### config.mk
export PLATFORM = sky130hd
export DESIGN_NAME = grps_front
export DESIGN_NICKNAME = d
export VERILOG_FILES = /design/src/sv/grps_pkg.sv /design/src/sv/grps_front.sv
export SDC_FILE = /design/constraint.sdc
export NUM_CORES = 1
export LEC_CHECK = 0
export CAP_MARGIN = 20
export CORE_UTILIZATION = 63
export CTS_BUF_LIST = sky130_fd_sc_hd__clkbuf_16
export DETAILED_ROUTE_END_ITERATION = 8
export DONT_BUFFER_PORTS = 1
export HOLD_SLACK_MARGIN = 0.03
export PLACE_DENSITY = 0.79
export SYNTH_ARGS = -nofsm -noshare
export SYNTH_HDL_FRONTEND = slang
export SYNTH_SLANG_ARGS = --single-unit
### constraint.sdc
create_clock -name clock -period 5.98 [get_ports clock]
set_input_delay 0.598 -clock clock [delete_from_list [all_inputs] [get_ports clock]]
set_output_delay 0.598 -clock clock [all_outputs]
set_load 0.02 [all_outputs]
### src/sv/grps_pkg.sv
// types and constants for the greedy radius point subsampler
// no dependencies
package grps_pkg;

   localparam int ID_BITS     = 20;
   localparam int RADIUS_BITS = 50;
   localparam int CFG_IDX_BITS = 2;
   localparam int CFG_DATA_BITS = 64;
   localparam int CORD_W      = 24;

   localparam logic [CFG_IDX_BITS-1:0] REG_VERTEX_COUNT   = 2'd0;
   localparam logic [CFG_IDX_BITS-1:0] REG_TARGET_COUNT   = 2'd1;
   localparam logic [CFG_IDX_BITS-1:0] REG_RADIUS_SQUARED = 2'd2;

   typedef struct packed {
      logic                      first_point;
      logic [ID_BITS-1:0]        vertex_id;
      logic signed [CORD_W-1:0]  x_coord;
      logic signed [CORD_W-1:0]  y_coord;
      logic signed [CORD_W-1:0]  z_coord;
   } req_type;

   typedef struct packed {
      logic               kept;
      logic [ID_BITS-1:0] node_id;
      logic               overflow;
   } rsp_type;

endpackage

### src/sv/grps_front.sv
// front part: takes a command beat, decides bypass, and queues it for the scan
// depends on grps_pkg
module grps_front (
   input  logic               clock,
   input  logic               reset,
   input  logic               start,
   output logic               busy,
   input  grps_pkg::req_type  req_data,
   input  logic [19:0]        vertex_count,
   input  logic [19:0]        target_count,
   output logic               q_valid,
   output grps_pkg::req_type  q_data,
   output logic               q_bypass,
   input  logic               q_pop
);
   import grps_pkg::*;

   // two-entry queue
   req_type q_data_ff [2];
   logic    q_byp_ff  [2];
   logic    wp_ff, wp_in, rp_ff, rp_in;
   logic [1:0] cnt_ff, cnt_in;
   logic    push;

   assign busy     = (cnt_ff == 2'd2);
   assign push     = start && !busy;
   assign q_valid  = (cnt_ff != 2'd0);
   assign q_data   = q_data_ff[rp_ff];
   assign q_bypass = q_byp_ff[rp_ff];

   always_comb begin
      wp_in  = push  ? ~wp_ff : wp_ff;
      rp_in  = q_pop ? ~rp_ff : rp_ff;
      cnt_in = cnt_ff + {1'b0, push} - {1'b0, q_pop};
   end

   always_ff @(posedge clock) begin
      if (reset) begin
         wp_ff  <= 1'b0;
         rp_ff  <= 1'b0;
         cnt_ff <= 2'd0;
      end else begin
         wp_ff  <= wp_in;
         rp_ff  <= rp_in;
         cnt_ff <= cnt_in;
      end
      if (push) begin
         q_data_ff[wp_ff] <= req_data;
         q_byp_ff[wp_ff]  <= (vertex_count <= target_count);
      end
   end
endmodule

## After elaboration in Yosys (flattened, before gate mapping)

Memory sizes are Yosys's and may differ from the RTL's. A register that Yosys moved wholly into a read port is not among the register bits.
Index checks and enable logic that the tools add are counted.

| operators by class | value |
|---|---|
| add/subtract/negate cells | 2 |
| $lt $le $gt $ge | 1 |
| equality and inequality tests | 1 |
| muxes and demuxes | 6 |
| bitwise operators | 2 |
| reduce and logical (&&, ||, !) cells | 3 |

Operator list:

| operator | count |
|---|---|
| $le 20x20->1 | 1 |
| $mux 1 | 6 |
| $add 2x1->2 | 1 |
| $eq 2x2->1 const B | 1 |
| $not 1->1 | 2 |
| $reduce_bool 2->1 | 1 |
| $sub 2x1->2 | 1 |
| $logic_and 1x1->1 | 1 |
| $logic_not 1->1 | 1 |

| storage, ports and cells | value |
|---|---|
| register bits after elaboration | 4 |
| RAM bits | 188 |
| input bits | 137 |
| output and inout bits | 96 |
| word-level logic and storage cells | 20 |
| memories kept | 2 |

Memories:

| name | words | bits a word | read ports | clocked after Yosys merged registers in | write ports | line | RTL |
|---|---|---|---|---|---|---|---|
| q_data_ff | 2 | 93 | 1 | 1 | 1 | grps_front.sv:19 | `req_type q_data_ff [2];` |
| q_byp_ff | 2 | 1 | 1 | 1 | 1 | grps_front.sv:20 | `logic q_byp_ff [2];` |

## Depth between registers and ports, before layout

| depth | value |
|---|---|
| word-level depth | 5 |
| gate-level depth with buffers | 8 |
| gate-level depth less buffers | 8 |

## Worst setup path after synthesis

No wires, ideal clock.

| timing path | value |
|---|---|
| kind | input to register |
| start point | input port start |
| end point | memory q_byp_ff[0] (enable) |
| library setup time | 0.547 ns |
| arrival time | 4.604 ns |
| data required time | 5.433 ns |
| path slack | 0.829 ns |
| stages | 2 |
| buffers on the path | 0 |
| path through | nand2_1 > nor2_1 |

| on the way | value |
|---|---|
| word-level cells in the longest chain between the ends | 3 |

RTL lines:

| element | line | RTL |
|---|---|---|
| start, declared | grps_front.sv:6 | `input logic start,` |
| $logic_and 1x1->1 | grps_front.sv:26 | `assign push = start && !busy;` |
| $mux 1 | grps_front.sv:47 | `if (push) begin` |
| $mux 1 (implied by the code) | grps_front.sv:49 | `q_byp_ff[wp_ff] <= (vertex_count <= target_count);` |
| end, declared | grps_front.sv:20 |  |

No other way between the ends.

==> summary.txt <==
Outcome
  • Status: finished, violations left
  • Failing checks: DRC

STA
  • Slew margin rel.: 0.320
  • Fin Clk Skew: between 0.01 and 0.015 ns
  • Final Max Slew Viols: 0
  • Hold violation count in the final report: 0
  • TNS Setup: 0 ns
  • Setup violation total in the final timing report: 0
  • Period utilisation layout: 0.452
  • RSZ-0062 raised after global routing: no
  • Worst slew pin tran: between 1 and 1.5 ns
  • Maximum clock rate: 0.370 GHz
  • Final min period: between 2 and 3 ns

Power and ir drop
  • Psw: around 0.0009 W
  • Cell-internal power: approximately 0.0025 W
  • Clock power frac: 0.325
  • Sw Share: 0.264
  • Leakage Power: around 2.9 nW
  • Flop pwr share: 0.522
  • P per Cell Area: ~410 nW/um^2
  • VDD IR-drop max: roughly 0.00029 V
  • Logic pwr share: 0.153

GRT
  • Overflow after GRT: 0
  • Gr usage total: 0.206
  • Vias in the first global route: 3424
  • First-pass GRT wire length: about 19000 um
  • Initial antenna violation count: 0
  • Largest net degree at the start of global routing: 83

Flow run
  • MaxCap Viol Count: 0

Synthesis
  • Sequential share of the synthesized area: 0.764
  • Ys Warns: 0
  • FFs w/ async S/R, synth: 0
  • Yosys reg bits: 193
  • Synth cell types: 27
  • Mean Syn Cell Area: 19.5 um^2
  • Synthesized area: roughly 7500 um^2
  • Synth Flop Type: edfxtp_1
  • Syn nets: between 500 and 600
  • Post-Syn Instances: approximately 390
  • Post-synth EDFFs: 188

Setup path
  • CP Capture Type: output port
  • Reg-to-reg critical path endpoint: q_data_ff[0][85]$_DFFE_PP_
  • Crit Path Category: register to output port
  • Slack of the worst reg-to-reg path: roughly 3.4 ns
  • Startpoint types: register
  • R2r worst-path depth: 4
  • CP Max Fanout: 56
  • Data required time of the critical path: around 5.4 ns
  • WP data arrival: 2.10 ns
  • Reg-to-reg startpoint: cnt_ff[0]$_SDFF_PP0_

Finish
  • Ant. Diodes: 0
  • Share of layout cells above drive strength 1: 0.104
  • Area growth syn-to-layout: 10.3%
  • Final net count: about 560
  • Post-Route Utilization: 0.720

Routing
  • Antenna Nets Post-Route: 0
  • Routed length on met3: around 1500 um
  • Via count: approximately 3.3k
  • Wire length on met2: approximately 6400 um
  • DRT iter0 DRCs: between 300 and 400
  • Met1 WL: approximately 4300 um
  • Wire length per cell: 22.2 um
  • Max layer used: met4
  • WL final: 12300 um
  • DR vias/cell: just under 6
  • Remaining DRCs: 30
  • TritonRoute pass-1 iters: 7

Placement
  • Hpwl dp: between 8000 and 9000 um
  • Number of port buffers: 0
  • RePlAce Congestion: ~0.75

Clock network
  • CTS sink count: ~190
  • Cts repair resizes: 0
  • CTS max path bufs: 2
  • Clock transition at the registers of the reported paths: roughly 0.060 ns
  • CTS buffer count: 17
  • CTS root buf: clkbuf_16
  • Post-CTS Setup Repair Bufs: 0
  • Clock H-tree levels: 4
  • Post-CTS Hold Fix Bufs: 0
  • CTS tree: done
  • Clk_lat worst skew: a little over 0.4 ns

Hold path
  • HP Start: reset
  • HP Class: primary input to register
  • Hold Path Cell Cnt: 1
  • Worst hold path endpoint: rp_ff$_SDFFE_PP0P_

Die
  • Die area: between 10000 and 15000 um^2
  • Width of the die: 111 um
  • Core Region: 11500 um^2
  • Starting Density: 0.653
  • Die Y: 111 um
  • IO Count: about 230
  • Row count: 39
-- Yosys cell counts, types with 2 or more instances --
cell	number	area [um^2]
buf_2	4	20.0
a21oi_1	7	35.0
xor2_1	2	17.5
nand2_1	7	26.3
a21boi_2	2	22.5
dfxtp_1	5	100
nand4_1	3	18.8
ha_1	22	275
nor2b_1	2	12.5
xnor2_1	2	17.5
nand3_1	2	10.0
buf_4	6	45.0
inv_1	22	82.6
nor2_1	7	26.3
edfxtp_1	188	5650
mux2_1	94	1060
-- worst max-delay path: stages (launching register included) --
cell     delay [ns]
dfxtp_4        0.45
buf_4          0.39
buf_16         0.31
mux2_1         0.48
-- power groups by stage --
stage	combinational (W)	sequential [W]	clock [W]
5_1_grt	0.000560	0.00180	0.00118
4_1_cts	0.000528	0.00179	0.00113
3_5_place_dp	0.000525	0.00181	0
3_3_place_gp	0.000517	0.00180	0
6_report	0.000522	0.00178	0.00111
2_1_floorplan	0.000438	0.00181	0
-- cells by family after synthesis --
family,Yosys count,share of synthesized area
compound gates,15,0.0158
xor+xnor,4,0.00466
fa+ha+maj,22,0.0366
buf+inv,32,0.0196
flops,193,0.764
mux,94,0.141
simple gates,26,0.0185
-- state kept, by name, summed over array words and instances (netlist names), named ones only --
signal,count
q_data_ff,186
cnt_ff,2
q_byp_ff,2
rp_ff,1
wp_ff,1
-- cell type report --
class / count / area, um^2
Sequential cell: 193 / 5750
Fill cell: 698 / 3220
Multi-Input combinational cell: 161 / 1640
Clock buffer: 17 / 425
Tap cell: 143 / 179
Clock inverter: 15 / 166
Inverter: 22 / 82.6
Timing Repair Buffer: 4 / 50.0
-- placed cells by master, fill, tap and decap left out, types with 3 or more instances in the layout --
cell	count
a21oi_1	7
buf_4	3
bufinv_16	3
clkbuf_16	17
dfxtp_1	4
edfxtp_1	188
ha_1	22
inv_1	24
inv_6	3
mux2_1	94
nand2_1	7
nand4_1	3
nor2_1	6
-- how the worst max path moves through the flow --
stage | endpoint | slack, ns | cells past startpoint
floorplan | q_byp_ff[0]$_DFFE_PP_ | 0.83 | 2
global placement | q_data_ff[0][85]$_DFFE_PP_ | 3.30 | 3
detailed placement | q_data_ff[0][85]$_DFFE_PP_ | 3.21 | 3
CTS | q_data[4] | 3.05 | 2
global route | q_data_ff[0][82]$_DFFE_PP_ | 3.13 | 4
finish | q_data[4] | 3.28 | 3
-- per-stage QoR --
step	hold WS, ns	setup slack, ns	power [W]	std cells	area (um^2)
after floorplan	0.480	0.829	0.00225	386	7520
after global placement	0.497	3.30	0.00231	522	7670
after detailed placement	0.503	3.21	0.00234	522	7670
after CTS	0.223	3.05	0.00345	554	8260
after global routing	0.224	3.13	0.00354	555	8290
final	0.248	3.28	0.00341	555	8290
-- layer usage --
metal	GRT usage	vias to the layer above
met3	0.114	6
met2	0.342	150
met5	0	-
met4	0.0757	0
met1	0.221	1617
li1	-	1509
Note: power is estimated with default switching activity, not from simulation.
